===== src/hw/rtl/ngsp_pkg.sv =====
// ----------------------------------------------------------------------------
// ngsp_pkg
// Shared types, constants and helpers for the NMEA GSA/GGA sentence parser.
// ----------------------------------------------------------------------------
package ngsp_pkg;

	localparam int MAX_LINE_BYTES     = 128;
	localparam int MINUTE_FRAC_DIGITS = 4;
	localparam int FRAC_KEEP = (MINUTE_FRAC_DIGITS < 1) ? 1 :
		((MINUTE_FRAC_DIGITS > 5) ? 5 : MINUTE_FRAC_DIGITS);

	localparam logic [7:0] CH_DOLLAR = 8'h24;
	localparam logic [7:0] CH_STAR   = 8'h2A;
	localparam logic [7:0] CH_COMMA  = 8'h2C;
	localparam logic [7:0] CH_POINT  = 8'h2E;
	localparam logic [7:0] CH_MINUS  = 8'h2D;
	localparam logic [7:0] CH_NL     = 8'h0A;
	localparam logic [7:0] CH_S      = 8'h53;
	localparam logic [7:0] CH_W      = 8'h57;

	localparam logic [39:0] NAME_GSA = 40'h4750475341;
	localparam logic [39:0] NAME_GGA = 40'h4750474741;
	localparam logic [39:0] NAME_BAD = 40'hFFFFFFFFFF;

	localparam logic [16:0] TIME_MAX    = 17'd86399;
	localparam logic [20:0] ALT_POS_MAX = 21'd999999;
	localparam logic [20:0] ALT_NEG_MAX = 21'd99999;
	localparam logic [20:0] MIN_LIMIT   = (60 * (10 ** FRAC_KEEP) - 1 > 'hFFFFF)
		? 21'hFFFFF : 21'(60 * (10 ** FRAC_KEEP) - 1);

	typedef enum logic [1:0] {
		PH_WAIT = 2'd0,
		PH_BODY = 2'd1,
		PH_HEX  = 2'd2,
		PH_DONE = 2'd3
	} phase_t;

	typedef enum logic [1:0] {
		KIND_OTHER = 2'd0,
		KIND_GSA   = 2'd1,
		KIND_GGA   = 2'd2
	} kind_t;

	typedef struct packed {
		logic [1:0]  sentence_kind;
		logic        checksum_ok;
		logic [1:0]  fix_mode;
		logic [16:0] time_of_day_s;
		logic [6:0]  lat_deg;
		logic [19:0] lat_min_e4;
		logic        lat_south;
		logic [7:0]  lon_deg;
		logic [19:0] lon_min_e4;
		logic        lon_west;
		logic [20:0] altitude_dm;
		logic        position_valid;
	} rec_t;

	typedef struct packed {
		logic [7:0]  xor_sum;
		logic [7:0]  rx_check;
		logic [1:0]  hex_count;
		logic [4:0]  field_index;
		logic [3:0]  char_in_field;
		logic [39:0] name_shift;
		logic [2:0]  frac_digits;
		logic        seen_point;
		logic [16:0] time_acc;
		logic [6:0]  lat_deg_acc;
		logic [19:0] lat_min_acc;
		logic [7:0]  lon_deg_acc;
		logic [19:0] lon_min_acc;
		logic [1:0]  hemi;
		logic [20:0] alt_acc;
		logic        alt_negative;
		logic [1:0]  mode_acc;
	} line_t;

	function automatic logic [20:0] pow10(input logic [2:0] e);
		case (e)
			3'd0: pow10 = 21'd1;
			3'd1: pow10 = 21'd10;
			3'd2: pow10 = 21'd100;
			3'd3: pow10 = 21'd1000;
			3'd4: pow10 = 21'd10000;
			3'd5: pow10 = 21'd100000;
			default: pow10 = 21'd0;
		endcase
	endfunction

	function automatic logic [16:0] time_weight(input logic [3:0] p);
		case (p)
			4'd0: time_weight = 17'd36000;
			4'd1: time_weight = 17'd3600;
			4'd2: time_weight = 17'd600;
			4'd3: time_weight = 17'd60;
			4'd4: time_weight = 17'd10;
			4'd5: time_weight = 17'd1;
			default: time_weight = 17'd0;
		endcase
	endfunction

endpackage


===== src/hw/rtl/ngsp_field.sv =====
// ----------------------------------------------------------------------------
// ngsp_field
// Per-byte update of the line state: checksum, hex digits and field decode.
// ----------------------------------------------------------------------------
module ngsp_field (
	input  logic [7:0]           c,
	input  logic [1:0]           phase,
	input  ngsp_pkg::line_t      cur,
	output ngsp_pkg::line_t      nxt,
	output logic [1:0]           nxt_phase
);

	logic        digit;
	logic [3:0]  d;
	logic        first;
	logic [4:0]  hv;
	logic [24:0] mtmp;
	logic [24:0] wide;

	function automatic logic [19:0] min_digit(input logic [19:0] acc, input logic [3:0] dd,
		input logic sp, input logic [2:0] fd);
		logic [27:0] v;
		v = '0;
		if (!sp) begin
			v = 28'(acc) * 28'd10 + 28'(dd) * 28'(ngsp_pkg::pow10(3'(ngsp_pkg::FRAC_KEEP)));
		end else if (fd < 3'(ngsp_pkg::FRAC_KEEP)) begin
			v = 28'(acc) + 28'(dd) * 28'(ngsp_pkg::pow10(3'(ngsp_pkg::FRAC_KEEP) - 3'd1 - fd));
		end else begin
			v = 28'(acc);
		end
		min_digit = (v > 28'(ngsp_pkg::MIN_LIMIT)) ? ngsp_pkg::MIN_LIMIT[19:0] : v[19:0];
	endfunction

	assign digit = (c >= 8'h30) && (c <= 8'h39);
	assign d     = digit ? 4'(c - 8'h30) : 4'd0;
	assign first = (cur.char_in_field == 4'd0) && !cur.seen_point;
	assign mtmp  = '0;
	assign wide  = mtmp;

	always_comb begin
		hv = 5'h1F;
		if (c >= 8'h30 && c <= 8'h39) hv = 5'(c - 8'h30);
		else if (c >= 8'h41 && c <= 8'h46) hv = 5'(c - 8'h41 + 8'd10);
		else if (c >= 8'h61 && c <= 8'h66) hv = 5'(c - 8'h61 + 8'd10);
	end

	always_comb begin
		logic [21:0] t;
		logic [24:0] a;
		logic [11:0] dg;
		nxt       = cur;
		nxt_phase = phase;
		t  = '0;
		a  = wide;
		dg = '0;
		if (phase == ngsp_pkg::PH_BODY) begin
			if (c == ngsp_pkg::CH_STAR) begin
				nxt_phase     = ngsp_pkg::PH_HEX;
				nxt.hex_count = 2'd0;
			end else begin
				nxt.xor_sum = cur.xor_sum ^ c;
				if (c == ngsp_pkg::CH_COMMA) begin
					if (cur.field_index < 5'd31) nxt.field_index = cur.field_index + 5'd1;
					nxt.char_in_field = '0;
					nxt.frac_digits   = '0;
					nxt.seen_point    = 1'b0;
				end else if (cur.field_index == 5'd0) begin
					if (cur.char_in_field < 4'd5) nxt.name_shift = {cur.name_shift[31:0], c};
					else nxt.name_shift = ngsp_pkg::NAME_BAD;
					if (cur.char_in_field < 4'd15) nxt.char_in_field = cur.char_in_field + 4'd1;
				end else if (c == ngsp_pkg::CH_POINT && !cur.seen_point) begin
					if (cur.field_index == 5'd2) nxt.mode_acc = 2'd0;
					nxt.seen_point = 1'b1;
				end else begin
					case (cur.field_index)
						5'd1: begin
							if (digit && !cur.seen_point && cur.char_in_field < 4'd6) begin
								t = 22'(cur.time_acc) + 22'(d) * 22'(ngsp_pkg::time_weight(cur.char_in_field));
								nxt.time_acc = (t > 22'(ngsp_pkg::TIME_MAX)) ? ngsp_pkg::TIME_MAX : t[16:0];
							end
						end
						5'd2: begin
							nxt.mode_acc = (first && c >= 8'h30 && c <= 8'h33) ? 2'(c - 8'h30) : 2'd0;
							if (digit) begin
								if (!cur.seen_point && cur.char_in_field < 4'd2) begin
									dg = 12'(cur.lat_deg_acc) * 12'd10 + 12'(d);
									nxt.lat_deg_acc = (dg > 12'd90) ? 7'd90 : dg[6:0];
								end else begin
									nxt.lat_min_acc = min_digit(cur.lat_min_acc, d, cur.seen_point,
										cur.frac_digits);
								end
							end
						end
						5'd3: if (first && c == ngsp_pkg::CH_S) nxt.hemi[0] = 1'b1;
						5'd4: begin
							if (digit) begin
								if (!cur.seen_point && cur.char_in_field < 4'd3) begin
									dg = 12'(cur.lon_deg_acc) * 12'd10 + 12'(d);
									nxt.lon_deg_acc = (dg > 12'd180) ? 8'd180 : dg[7:0];
								end else begin
									nxt.lon_min_acc = min_digit(cur.lon_min_acc, d, cur.seen_point,
										cur.frac_digits);
								end
							end
						end
						5'd5: if (first && c == ngsp_pkg::CH_W) nxt.hemi[1] = 1'b1;
						5'd9: begin
							if (first && c == ngsp_pkg::CH_MINUS) begin
								nxt.alt_negative = 1'b1;
							end else if (digit && !cur.seen_point) begin
								a = 25'(cur.alt_acc) * 25'd10 + 25'(d) * 25'd10;
								nxt.alt_acc = (a > 25'(ngsp_pkg::ALT_POS_MAX)) ?
									ngsp_pkg::ALT_POS_MAX : a[20:0];
							end else if (digit && cur.frac_digits == 3'd0) begin
								a = 25'(cur.alt_acc) + 25'(d);
								nxt.alt_acc = (a > 25'(ngsp_pkg::ALT_POS_MAX)) ?
									ngsp_pkg::ALT_POS_MAX : a[20:0];
							end
						end
						default: ;
					endcase
					if (!cur.seen_point) begin
						if (cur.char_in_field < 4'd15) nxt.char_in_field = cur.char_in_field + 4'd1;
					end else if (cur.frac_digits < 3'd7) begin
						nxt.frac_digits = cur.frac_digits + 3'd1;
					end
				end
			end
		end else if (phase == ngsp_pkg::PH_HEX) begin
			if (hv[4]) begin
				nxt.hex_count = 2'd3;
				nxt_phase     = ngsp_pkg::PH_DONE;
			end else begin
				nxt.rx_check  = {cur.rx_check[3:0], hv[3:0]};
				nxt.hex_count = cur.hex_count + 2'd1;
				if (cur.hex_count == 2'd1) nxt_phase = ngsp_pkg::PH_DONE;
			end
		end
	end

endmodule


===== src/hw/rtl/ngsp_record.sv =====
// ----------------------------------------------------------------------------
// ngsp_record
// Builds the output record from the line state at end of line.
// ----------------------------------------------------------------------------
module ngsp_record (
	input  ngsp_pkg::line_t cur,
	input  logic [1:0]      last_fix,
	output ngsp_pkg::rec_t  rec,
	output logic [1:0]      new_fix
);

	logic [1:0]  kind;
	logic        ok;
	logic [20:0] m;

	always_comb begin
		kind = ngsp_pkg::KIND_OTHER;
		if (cur.char_in_field == 4'd5 || cur.field_index != 5'd0) begin
			if (cur.name_shift == ngsp_pkg::NAME_GSA) kind = ngsp_pkg::KIND_GSA;
			else if (cur.name_shift == ngsp_pkg::NAME_GGA) kind = ngsp_pkg::KIND_GGA;
		end
		ok      = (cur.hex_count == 2'd2) && (cur.xor_sum == cur.rx_check);
		new_fix = (kind == ngsp_pkg::KIND_GSA && ok) ? cur.mode_acc : last_fix;
		m       = (cur.alt_acc > ngsp_pkg::ALT_NEG_MAX) ? ngsp_pkg::ALT_NEG_MAX : cur.alt_acc;
		rec               = '0;
		rec.sentence_kind = kind;
		rec.checksum_ok   = ok;
		rec.fix_mode      = new_fix;
		if (kind == ngsp_pkg::KIND_GGA) begin
			rec.time_of_day_s  = cur.time_acc;
			rec.lat_deg        = cur.lat_deg_acc;
			rec.lat_min_e4     = cur.lat_min_acc;
			rec.lat_south      = cur.hemi[0];
			rec.lon_deg        = cur.lon_deg_acc;
			rec.lon_min_e4     = cur.lon_min_acc;
			rec.lon_west       = cur.hemi[1];
			rec.altitude_dm    = cur.alt_negative ? (21'd0 - m) : cur.alt_acc;
			rec.position_valid = ok && (new_fix == 2'd3);
		end
	end

endmodule


===== src/hw/rtl/nmea_gsa_gga_sentence_parser.sv =====
// ----------------------------------------------------------------------------
// nmea_gsa_gga_sentence_parser
// Byte-stream NMEA parser emitting one record per GPGSA/GPGGA/other line that ends within MAX_LINE_BYTES.
// ----------------------------------------------------------------------------
// One byte is taken every cycle; the line state updates in the same cycle the
// byte is accepted and a record appears in the output register in the cycle after
// the newline byte. The only thing that stops input is a full output register
// that the sink has not taken; the register is freed in the cycle it is read.
module nmea_gsa_gga_sentence_parser (
	input  logic         clk,
	input  logic         arst_n,
	input  logic         s_tvalid,
	output logic         s_tready,
	input  logic [7:0]   s_tdata,   // rx_byte
	output logic         m_tvalid,
	input  logic         m_tready,
	output logic [103:0] m_tdata    // kind,ok,fix,time,lat_deg,lat_min,lat_s,lon_deg,
	                                // lon_min,lon_w,alt,pos_valid; zero pad
);

	ngsp_pkg::line_t line_q, line_nx, line_zero;
	ngsp_pkg::rec_t  rec, rec_q;
	logic [1:0]      phase_q, phase_nx;
	logic            active_q;
	logic [7:0]      count_q;
	logic [1:0]      fix_q, fix_nx;
	logic            acc;
	logic            rec_load;

	assign line_zero = '0;
	assign s_tready  = !m_tvalid || m_tready;
	assign acc       = s_tvalid && s_tready;
	assign rec_load  = acc && active_q && (s_tdata == ngsp_pkg::CH_NL);

	ngsp_field u_field (
		.c(s_tdata), .phase(phase_q), .cur(line_q), .nxt(line_nx), .nxt_phase(phase_nx)
	);

	ngsp_record u_rec (.cur(line_q), .last_fix(fix_q), .rec(rec), .new_fix(fix_nx));

	always_ff @(posedge clk or negedge arst_n) begin
		if (!arst_n) begin
			line_q   <= '0;
			phase_q  <= ngsp_pkg::PH_WAIT;
			active_q <= 1'b0;
			count_q  <= '0;
			fix_q    <= '0;
			m_tvalid <= 1'b0;
		end else begin
			if (rec_load) m_tvalid <= 1'b1;
			else if (m_tready) m_tvalid <= 1'b0;
			if (acc) begin
				if (s_tdata == ngsp_pkg::CH_DOLLAR) begin
					line_q   <= line_zero;
					active_q <= 1'b1;
					phase_q  <= ngsp_pkg::PH_BODY;
					count_q  <= 8'd1;
				end else if (active_q) begin
					if (s_tdata == ngsp_pkg::CH_NL) begin
						fix_q    <= fix_nx;
						line_q   <= line_zero;
						active_q <= 1'b0;
						phase_q  <= ngsp_pkg::PH_WAIT;
					end else if (count_q >= 8'(ngsp_pkg::MAX_LINE_BYTES)) begin
						line_q   <= line_zero;
						active_q <= 1'b0;
						phase_q  <= ngsp_pkg::PH_WAIT;
					end else begin
						count_q <= count_q + 8'd1;
						line_q  <= line_nx;
						phase_q <= phase_nx;
					end
				end
			end
		end
	end

	always_ff @(posedge clk) begin
		if (rec_load) rec_q <= rec;
	end

	assign m_tdata = {3'd0, rec_q.position_valid, rec_q.altitude_dm, rec_q.lon_west,
		rec_q.lon_min_e4, rec_q.lon_deg, rec_q.lat_south, rec_q.lat_min_e4, rec_q.lat_deg,
		rec_q.time_of_day_s, rec_q.fix_mode, rec_q.checksum_ok, rec_q.sentence_kind};

endmodule


===== config.mk =====
export PLATFORM = sky130hd
export DESIGN_NAME = nmea_gsa_gga_sentence_parser
export DESIGN_NICKNAME = d
export VERILOG_FILES = /design/src/hw/rtl/ngsp_pkg.sv /design/src/hw/rtl/ngsp_field.sv /design/src/hw/rtl/ngsp_record.sv /design/src/hw/rtl/nmea_gsa_gga_sentence_parser.sv
export SDC_FILE = /design/constraint.sdc
export NUM_CORES = 1
export LEC_CHECK = 0
export ABC_AREA = 1
export BUFFER_PORTS_ARGS = -buffer_cell sky130_fd_sc_hd__clkbuf_2
export CELL_PAD_IN_SITES_DETAIL_PLACEMENT = 0
export CELL_PAD_IN_SITES_GLOBAL_PLACEMENT = 1
export CORE_MARGIN = 2
export CORE_UTILIZATION = 47
export CTS_CLUSTER_SIZE = 12
export DETAILED_ROUTE_END_ITERATION = 12
export GPL_TIMING_DRIVEN = 0
export PLACE_DENSITY = 0.92
export REMOVE_ABC_BUFFERS = 1
export SETUP_SLACK_MARGIN = 0.02
export SLEW_MARGIN = 0
export SYNTH_ARGS = -nofsm -noshare
export SYNTH_HDL_FRONTEND = slang
export SYNTH_SLANG_ARGS = --single-unit

===== constraint.sdc =====
create_clock -name clk -period 11.4 [get_ports clk]
set_input_delay 3.42 -clock clk [delete_from_list [all_inputs] [get_ports clk]]
set_output_delay 3.42 -clock clk [all_outputs]
set_load 0.005 [all_outputs]

# Yosys cells after proc, flatten, opt, wreduce, memory -nomap -nowiden

Index checks and enable logic that the tools add are counted.
W data, S select, Z words.

$add $sub $neg: 21
Multiply operators: 10
$lt $le $gt $ge: 24
Eq/ne operators: 50
Mux-type cells: 138
Bitwise logic cells: 2
Reduce and logical (&&, ||, !) cells: 77

Operator list:

| kind                    | count |
|---|---|
| $mux W169               | 4 |
| $mux W28                | 22 |
| $mux W21                | 25 |
| $mux W151               | 2 |
| $mux W17                | 10 |
| $mux W40                | 3 |
| $mux W102               | 1 |
| $pmux W17 S6            | 1 |
| $mux W98                | 1 |
| $mux W96                | 1 |
| $pmux W16 S6            | 1 |
| $eq A40 B39 Y1 const B  | 2 |
| $mux W20                | 4 |
| $mux W8                 | 10 |
| $reduce_bool A4 Y1      | 18 |
| $gt A28 B20 Y1 const B  | 2 |
| $mux W27                | 2 |
| $add A20 B25 Y26        | 2 |
| $add A24 B18 Y25        | 2 |
| $gt A25 B20 Y1 const B  | 2 |
| $mul A4 B21 Y25         | 2 |
| $reduce_and A10 Y1      | 5 |
| $mul A20 B3 Y23 const B | 2 |
| $eq A8 B6 Y1 const B    | 5 |
| 81 further kinds        | 193 |

Register bits: 284
Input bits: 12

# Longest topological paths before layout

Gate-level depths: netlist (run 1).

Depth after elaboration: 39
Mapped depth: 42
Depth with buffers taken out: 39

# Hierarchy

A second synthesis (run 1) with hierarchy kept.

Cell total of the unflattened synthesis: 4,566
Area total of the unflattened synthesis: 31,252.5 um2

By module, submodules not included:

| module                       | times used | cells an instance | area an instance (um2) | sequential area each (um2) |
|---|---|---|---|---|
| ngsp_field                   | 1          | 3,204             | 18,796.8               | 0.0 |
| nmea_gsa_gga_sentence_parser | 1          | 952               | 10,593.9               | 7,612.3 |
| ngsp_record                  | 1          | 410               | 1,861.8                | 0.0 |

# Least setup slack after synthesis (run 1)

Ideal clock, no wire load.

Path type: input to register
Start: input port s_tdata[0]
End: register fix_q[0]
Setup time: 112 ps
Arrival: 12,025 ps
Path slack: -736 ps
Cell stages on the path: 8
Path buffers: 0
Cells stage by stage: inv_1 > ha_1 > nand2_1 > nor2_1 > inv_1 > nor3_1 > inv_1 > o21ai_0

Longest elaborated chain between the ends: 3

Ends and longest elaborated chain:

| element                                | RTL line                           | source |
|---|---|---|
| start: declaration                     | nmea_gsa_gga_sentence_parser.sv:14 | `input logic [7:0] s_tdata,` |
| $eq A8 B6 Y1                           | nmea_gsa_gga_sentence_parser.sv:53 | `if (s_tdata == ngsp_pkg::CH_DOLLAR) begin` |
| $not A1 Y1 (no source line)            | --                                 |  |
| $reduce_and A4 Y1 (no source line) (*) | --                                 |  |
| end signal: assignment                 | nmea_gsa_gga_sentence_parser.sv:60 | `fix_q <= fix_nx;` |
| end: declaration                       | nmea_gsa_gga_sentence_parser.sv:26 | `logic [1:0] fix_q, fix_nx;` |

Mark *: on every way between the ends. The rest lies on a longest branch, timed or not.
A chain may end at the register's enable or synchronous reset.

# Final worst setup path (run 1)

Start: input port s_tdata[1]
End: register line_q[72] in the netlist's numbering

Longest elaborated chain between the ends: 29

Ends and longest elaborated chain:

| element                                      | RTL line                           | source |
|---|---|---|
| $ge A8 B6 Y1 or $le A8 B6 Y1 (tied branches) | ngsp_field.sv:34                   | `assign digit = (c >= 8'h30) && (c <= 8'h39);` |
| $logic_and A1 B1 Y1                          | ngsp_field.sv:34                   |  |
| $mux W4                                      | ngsp_field.sv:35                   | `assign d = digit ? 4'(c - 8'h30) : 4'd0;` |
| $mul A4 B21 Y25                              | ngsp_field.sv:27                   | `v = 28'(acc) + 28'(dd) * 28'(ngsp_pkg::pow10(3'(ngsp_pkg::FRAC_KEEP) - 3'd1 - fd));` |
| $add A20 B25 Y26                             | ngsp_field.sv:27                   |  |
| $mux W28                                     | ngsp_field.sv:26                   | `end else if (fd < 3'(ngsp_pkg::FRAC_KEEP)) begin` |
| $mux W28                                     | ngsp_field.sv:24                   | `if (!sp) begin` |
| $mux W28                                     | ngsp_field.sv:85                   | `if (!cur.seen_point && cur.char_in_field < 4'd2) begin` |
| [13 not listed]                              | --                                 |  |
| $mux W102                                    | ngsp_field.sv:67                   | `end else if (cur.field_index == 5'd0) begin` |
| $mux W98                                     | ngsp_field.sv:62                   | `if (c == ngsp_pkg::CH_COMMA) begin` |
| $mux W151                                    | ngsp_field.sv:57                   | `if (c == ngsp_pkg::CH_STAR) begin` |
| $mux W151                                    | ngsp_field.sv:56                   | `if (phase == ngsp_pkg::PH_BODY) begin` |
| $mux W169                                    | nmea_gsa_gga_sentence_parser.sv:64 | `end else if (count_q >= 8'(ngsp_pkg::MAX_LINE_BYTES)) begin` |
| $mux W169                                    | nmea_gsa_gga_sentence_parser.sv:59 | `if (s_tdata == ngsp_pkg::CH_NL) begin` |
| $mux W169                                    | nmea_gsa_gga_sentence_parser.sv:58 | `end else if (active_q) begin` |
| $mux W169                                    | nmea_gsa_gga_sentence_parser.sv:53 |  |
| end signal: assignment                       | nmea_gsa_gga_sentence_parser.sv:54 | `line_q <= line_zero;` |
| end signal: assignment                       | nmea_gsa_gga_sentence_parser.sv:61 | `line_q <= line_zero;` |
| end signal: assignment                       | nmea_gsa_gga_sentence_parser.sv:65 | `line_q <= line_zero;` |
| end: declaration                             | nmea_gsa_gga_sentence_parser.sv:21 | `ngsp_pkg::line_t line_q, line_nx, line_zero;` |

Parallel ways exist; a longest one is shown, timed or not. The select of a mux whose other input is x is not followed.

==> impl_metrics.csv, run 1 <==
group,metric,value,unit
critical_path,critPathMostFrequentCell,"nand2_1",
yosys,synth_cells,4099,
drt,vias_per_cell,5.325,
critical_path,cp_num_buf_inv,6,
power,total_power,0.002720,W
layout,n_antenna_cell,0,
die,die_w,251.6,µm
yosys,synth_ff_type,"dfrtp_1",
clock_network,cts_sinks,284,
critical_path,critical_path_cell_count,37,
yosys,syn_area_per_cell,7.029,µm²
grt,grt_use_total,25.30,%
layout,fin_util,52.33,%
grt,grt_overflow_total,0,
yosys,synth_seq_area_share,26.42,%
run_status,outcome,"completed",
critical_path,cpPeakStageDelay,1.02,ns
critical_path,crit_path_end,"line_q[72]",
timing,fin_crit_sh,94.89,%
drt,drc,0,
critical_path,r2r_cells,36,
critical_path,rr_endpoint,"line_q[72]",
critical_path,path_max_fanout,19,
die,core-area,0.06047,mm²
yosys,yosys_warnings,0,
timing,tightest_slew,1.347,ns
clock_network,cts_hold_buf,0,
drt,vias,26600,
grt,grt_pass1_wl,130300,µm
timing,rsz0062_at_grt,"false",
critical_path,critPathSlowestCell,"nor2_2",
timing,finClkSkew,0.02720,ns
drt,routed_wl,79610,µm
die,die_y,251.6,µm
placement,place.gp.congestion,0.9159,
clock_network,cts_resized,0,
yosys,synth_top_cell_by_area,"dfrtp_1",
layout,area_growth_syn_to_layout,9.828,%
critical_path,crit_start,"s_tdata[1]",
critical_path,critical-path-top-delay-family,"simple AND/OR/NAND/NOR gates",
grt,antenna_found_initial,0,
power,ir_drop,0.08006,mV
placement,post-place-ws,0.1601,ns
yosys,ys_types,68,
grt,grt_max_degree,95,
critical_path,worstPathRequired,11.89,ns
timing,period_minus_slack,10.82,ns
yosys,syn_area,0.02881,mm²
critical_path,timing_worst_setup_path_type,"input pin to flop",
timing,setup_viol,0,
drt,detail_route.wl_per_cell,15.94,µm
timing,relSlewSlack,10.23,%
drt,dr.pass1.iters,5,
power,power_density,85.96,mW/mm²
placement,dpl.hpwl,62650,µm
timing,fmax,92.44,MHz
clock_network,clkSlewWorstSetupHoldPaths,0.06,ns
hold_path,hp-class,"flop to flop",
die,initial_core_util,47.64,%
clock_network,cts_max_level,2,
grt,grt_pass1_vias,25770,
power,p_leak,17.01,nW
clock_network,clk_latency,0.58,ns
critical_path,cp-end-kind,"flop",
yosys,synthArstFlopShare,64.44,%
yosys,synth_most_common_cell,"nand2_1",
die,rows,90,
flow_run,drv_cap,0,
critical_path,critPathArrivalTime,11.30,ns
die,ioPinCount,118,
yosys,synth_common_cells,"nand2_1, inv_1, nor2_1",
yosys,synth_area_leaders,"dfrtp_1, ha_1, nand2_1, edfxtp_1, inv_1",
yosys,netlist.area_leader.share,15.90,%
clock_network,postCtsSetupBuffers,0,
clock_network,cts_tree,"yes",
critical_path,rrSetupSlack,4.37,ns
timing,hold_violations,0,
timing,slew_violations,0,
critical_path,rr_startpoint,"line_q[101]",
yosys,ys_ff_latch,284,
clock_network,clock_path_buffers,3,
critical_path,critPathLaunchType,"input pin",
die,die_area,0.06330,mm²
yosys,synth_edf_count,101,
drt,ant_nets,0,
drt,drtIter0Drc,1556,
timing,setup_ws,0.5822,ns
clock_network,cts-buffers-inserted,37,
placement,port_buffers,114,
layout,fin_nets,4587,
clock_network,cts_root_buf,"clkbuf_16",
layout,drive_above_1_share,6.931,%
registers in the layout, indices dropped and copies added, names as in the netlist:
name      count
line_q      169
m_tdata     101
count_q       8
fix_q         2
phase_q       2
active_q      1
m_tvalid      1
cell usage in the layout, fill, tap and decap left out, drive strengths merged, types with 3 or more instances in the layout:
| cell | count |
|---|---|
| o21a | 7 |
| nor4 | 25 |
| nand2 | 975 |
| o21ai | 200 |
| dfrtp | 183 |
| nor2 | 455 |
| nand3 | 288 |
| xnor2 | 26 |
| a21o | 26 |
| o21bai | 12 |
| conb | 5 |
| edfxtp | 101 |
| o32ai | 4 |
| a211oi | 10 |
| and2 | 6 |
| nor3b | 5 |
| clkbuf | 167 |
| o31ai | 7 |
| and3 | 3 |
| bufinv | 4 |
| nand4 | 68 |
| o22ai | 57 |
| buf | 21 |
| a31oi | 13 |
| ha | 298 |
| or2 | 10 |
| nor3 | 70 |
| a21oi | 240 |
| xor2 | 68 |
| inv | 706 |
| fa | 92 |
| o221ai | 4 |
| clkinv | 10 |
| o211ai | 11 |
| nand3b | 13 |
| a221oi | 4 |
| o2111ai | 5 |
worst min path at each step:
stage,start,end,slack (ns),cells after the start
6_report,count_q[6],count_q[6],0.47,1
5_1_grt,line_q[83],line_q[83],0.50,2
4_1_cts,count_q[6],count_q[6],0.47,1
3_5_place_dp,count_q[6],count_q[6],0.46,1
3_3_place_gp,count_q[6],count_q[6],0.46,1
2_1_floorplan,count_q[6],count_q[6],0.44,1
area by class of cell:
cell class | count | area, µm²
multi-input combinational | 3019 | 18180
clock inverter | 14 | 242.7
tap | 782 | 978.4
fill | 5910 | 28830
sequential | 284 | 7614
inverter | 708 | 2663
clock buffer | 53 | 1027
timing repair buffer | 135 | 938.4
kinds of logic (layout without fill, tap and decap cells):
| family | count (synthesis) | in the layout | synth area share (%) |
|---|---|---|---|
| compound gates | 609 | 609 | 11.95 |
| xor+xnor | 94 | 94 | 2.884 |
| fa+ha+maj | 390 | 390 | 19.33 |
| buf+inv | 800 | 910 | 10.69 |
| flops | 284 | 284 | 26.42 |
| mux | 2 | 2 | 0.06949 |
| other cells | 1 | 5 | 0.01302 |
| simple gates | 1919 | 1919 | 28.64 |
power breakdown:
| group | switching, W | total [W] | internal [W] | leakage (nW) |
|---|---|---|---|---|
| registers | 0.0000365 | 0.00113 | 0.00109 | 3.31 |
| clock network | 0.000510 | 0.00124 | 0.000732 | 0.605 |
| logic | 0.000231 | 0.000351 | 0.000120 | 13.1 |
| total | 0.000777 | 0.00272 | 0.00194 | 17.0 |
metrics by stage:
step	area, µm²	hold slack, ns	cells	TNS, ns
final	31640	0.4676	4995	0
after CTS	31590	0.4715	4993	0
after global routing	31640	0.4998	4995	0
after global placement	29950	0.4563	4907	-517.00
after floorplan	28400	0.4444	4011	-15.72
after detailed placement	30320	0.4642	4926	0
per-layer routing:
metal / up-vias / track usage [%] / wire length (µm)
li1: 13540 / - / -
met1: 12330 / 35.00 / 37580
met2: 609 / 41.88 / 36100
met3: 115 / 2.631 / 3827
met4: 0 / 7.415 / 2097
met5: - / 0 / 0
(Power assumes the default switching activity.)
==> run 2: changes to the inputs <==
--- a/config.mk
+++ b/config.mk
@@ -10,14 +10,14 @@
 export CELL_PAD_IN_SITES_DETAIL_PLACEMENT = 0
 export CELL_PAD_IN_SITES_GLOBAL_PLACEMENT = 1
 export CORE_MARGIN = 2
-export CORE_UTILIZATION = 47
-export CTS_CLUSTER_SIZE = 12
+export CORE_UTILIZATION = 42
 export DETAILED_ROUTE_END_ITERATION = 12
 export GPL_TIMING_DRIVEN = 0
-export PLACE_DENSITY = 0.92
+export PLACE_DENSITY = 0.88
 export REMOVE_ABC_BUFFERS = 1
 export SETUP_SLACK_MARGIN = 0.02
 export SLEW_MARGIN = 0
 export SYNTH_ARGS = -nofsm -noshare
 export SYNTH_HDL_FRONTEND = slang
+export SYNTH_HIERARCHICAL = 1
 export SYNTH_SLANG_ARGS = --single-unit
==> constraint.sdc (replaced) <==
create_clock -name clk -period 9.76 [get_ports clk]
set_input_delay 2.928 -clock clk [delete_from_list [all_inputs] [get_ports clk]]
set_output_delay 2.928 -clock clk [all_outputs]
set_load 0.005 [all_outputs]
==> run 2 against run 1 <==
Via count increased by 9.1%. Sequential cell count is the same. Synthesized cell count grew 11%. Clock-buffer cell count stayed put. Final area rose by 8.2%. Combinational power rose to 3.8 times the previous value. Die area up 21%. First-iteration DRC count rose by 33%. Routed wire length up 8.6%. Critical path type unchanged. Largest power group is now sequential cells.
==> impl_metrics.csv, run 2 <==
group,metric,value,unit
run_status,outcome,"completed",
drt,route.met3.wl,3816,µm
layout,drive_above_1_share,7.762,%
clock_network,cts_tree,"yes",
timing,rsz0062_at_grt,"false",
yosys,netlist.area_leader.share,14.65,%
power,total_power,0.004330,W
yosys,syn_area,0.03125,mm²
hold_path,whs_endpoint,"count_q[7]",
clock_network,clock_path_buffers,3,
layout,fin_area,0.03423,mm²
drt,wl_met2,40530,µm
placement,place_area,0.03279,mm²
timing,fmax,108.6,MHz
timing,hold_violations,0,
clock_network,clkSlewWorstSetupHoldPaths,0.06,ns
yosys,syn_area_per_cell,6.845,µm²
critical_path,critPathMostFrequentCell,"nand2_1",
timing,tightest_slew,1.226,ns
drt,vias,29030,
hold_path,hp-class,"flop to flop",
timing,slew_violations,0,
critical_path,path_max_fanout,15,
die,die_w,276.8,µm
die,ioPinCount,118,
grt,antenna_found_initial,1,
yosys,synthArstFlopShare,64.44,%
placement,port_buffers,114,
yosys,synth_seq_area_share,24.36,%
yosys,synth_most_common_cell,"nand2_1",
clock_network,cts-buffers-inserted,38,
clock_network,clk_latency,0.58,ns
grt,grt_pass1_wl,140200,µm
die,die_area,0.07661,mm²
timing,period_minus_slack,9.208,ns
layout,final_common_cell,"nand2_1",
placement,dpl.hpwl,63760,µm
placement,dp.cells,5532,
yosys,synth_ff_type,"dfrtp_1",
timing,relSlewSlack,17.94,%
critical_path,crit_start,"s_tdata[0]",
timing,setup_viol,0,
yosys,synth_common_cells,"nand2_1, inv_1, nand3_1",
clock_network,cts_root_buf,"clkbuf_16",
clock_network,cts_sinks,284,
placement,place.gp.congestion,0.9033,
layout,fin_nets,5009,
grt,grt_max_degree,100,
yosys,yosys_warnings,6,
grt,grt_pass1_vias,27120,
placement,post-place-ws,-1.520,ns
power,ir_drop,0.1093,mV
critical_path,rr_endpoint,"line_q[69]",
drt,drtIter0Drc,2065,
critical_path,rr_startpoint,"line_q[101]",
flow_run,drv_cap,0,
clock_network,cts_max_level,2,
yosys,synth_cells,4566,
critical_path,critPathSlowestCell,"nor4_1",
clock_network,cts_hold_buf,0,
drt,dr.pass1.iters,6,
timing,finClkSkew,0.03357,ns
critical_path,timing_worst_setup_path_type,"input pin to flop",
yosys,synth_edf_count,101,
grt,grt_use_total,22.10,%
critical_path,cp-end-kind,"flop",
power,power_density,126.5,mW/mm²
power,p_leak,18.73,nW
critical_path,critPathLaunchType,"input pin",
layout,area_growth_syn_to_layout,9.516,%
drt,vias_per_cell,5.176,
yosys,synth_top_cell_by_area,"dfrtp_1",
die,core-area,0.07407,mm²
layout,largest-register,"line_q",
hold_path,min_from,"count_q[7]",
critical_path,worstPathRequired,10.27,ns
drt,ant_nets,0,
critical_path,rrSetupSlack,2.55,ns
layout,layout_common_cells,"nand2_1, inv_1, nand3_1",
critical_path,r2r_cells,31,
critical_path,cpPeakStageDelay,0.55,ns
yosys,ys_types,78,
critical_path,critPathArrivalTime,9.72,ns
timing,fin_crit_sh,94.34,%
yosys,synth_area_leaders,"dfrtp_1, nand2_1, ha_1, edfxtp_1, inv_1",
drt,detail_route.wl_per_cell,15.41,µm
die,rows,100,
layout,fin_cells,5608,
die,initial_core_util,42.19,%
drt,drc,0,
yosys,ys_ff_latch,284,
drt,routed_wl,86440,µm
timing,setup_ws,0.5523,ns
die,die_y,276.8,µm
timing,hold_slack,0.4793,ns
hold_path,hold_depth,2,
grt,grt_overflow_total,0,
layout,largest_register_ffs,169,
drt,drt-met1-wl,39540,µm
drt,routed.top_layer,"met4",
[run 2: changes by cell type after synthesis, sizes merged, moves of 25 or more]
cell / delta
buf: +41
inv: +90
nand2: +179
nand3: +140
nor3: -25
o21ai: +51
o22ai: -39
xnor2: +28
[run 2: what timing repair did]
item / in CTS / in global routing
gates cloned: 0 / 2
setup endpoints to repair: 41 / 54
buffers inserted: 2 / 1
resized for setup: 7 / 14
pin swaps: 0 / 2
[run 2: critical path: cells and delay by family]
| family | cells | cell delay (ns) |
|---|---|---|
| simple gates | 19 | 3.01 |
| fa+ha+maj | 5 | 2.16 |
| compound gates | 2 | 0.32 |
| buf+inv | 7 | 1.28 |
[run 2: routing by layer]
layer  vias to the layer above  GRT usage (%)
li1                      14780              -
met3                       128          2.733
met1                     13510          29.38
met4                         0          6.773
met5                         -              0
met2                       606          37.44
[run 2: power by group]
group | switching (W) | internal (W)
sequential | 0.000165 | 0.00136
clock | 0.000579 | 0.000888
combinational | 0.000883 | 0.000456
total | 0.00163 | 0.00270
[run 2: kinds of logic (layout without fill, tap and decap cells)]
family                   count (synthesis)  count (layout)  synth area share [%]
AND/OR/NAND/NOR                       2188            2190                 30.48
buffers and inverters                  937            1004                 12.03
AO/OA/AOI/OAI                          628             628                 11.41
adder cells (fa/ha/maj)                389             389                 17.78
flip-flops                             284             284                 24.36
XOR/XNOR                               135             135                 3.807
multiplexers                             3               3                0.1041
other                                    2               6               0.02403
[run 2: layout make-up]
cell class / count / area [µm²]
Multi-Input combinational cell: 3350 / 20030
Tap cell: 969 / 1212
Antenna cell: 1 / 2.502
Fill cell: 7647 / 39840
Clock buffer: 53 / 1120
Sequential cell: 284 / 7614
Timing Repair Buffer: 140 / 1045
Clock inverter: 17 / 198.9
Inverter: 794 / 3007
[run 2: worst max-delay path by stage]
stage,endpoint,slack [ns],cells past startpoint
6_report,line_q[69],0.55,33
5_1_grt,line_q[69],0.01,35
4_1_cts,line_q[37],0.08,37
3_5_place_dp,line_q[37],-1.52,37
3_3_place_gp,line_q[45],-3.18,37
2_1_floorplan,line_q[32],0.26,35
[run 2: per-stage QoR]
step	util [%]	TNS, ns
2_1_floorplan	-	0
3_3_place_gp	43.57	-352.82
3_5_place_dp	44.27	-60.62
4_1_cts	46.10	0
5_1_grt	46.21	0
6_report	46.21	0
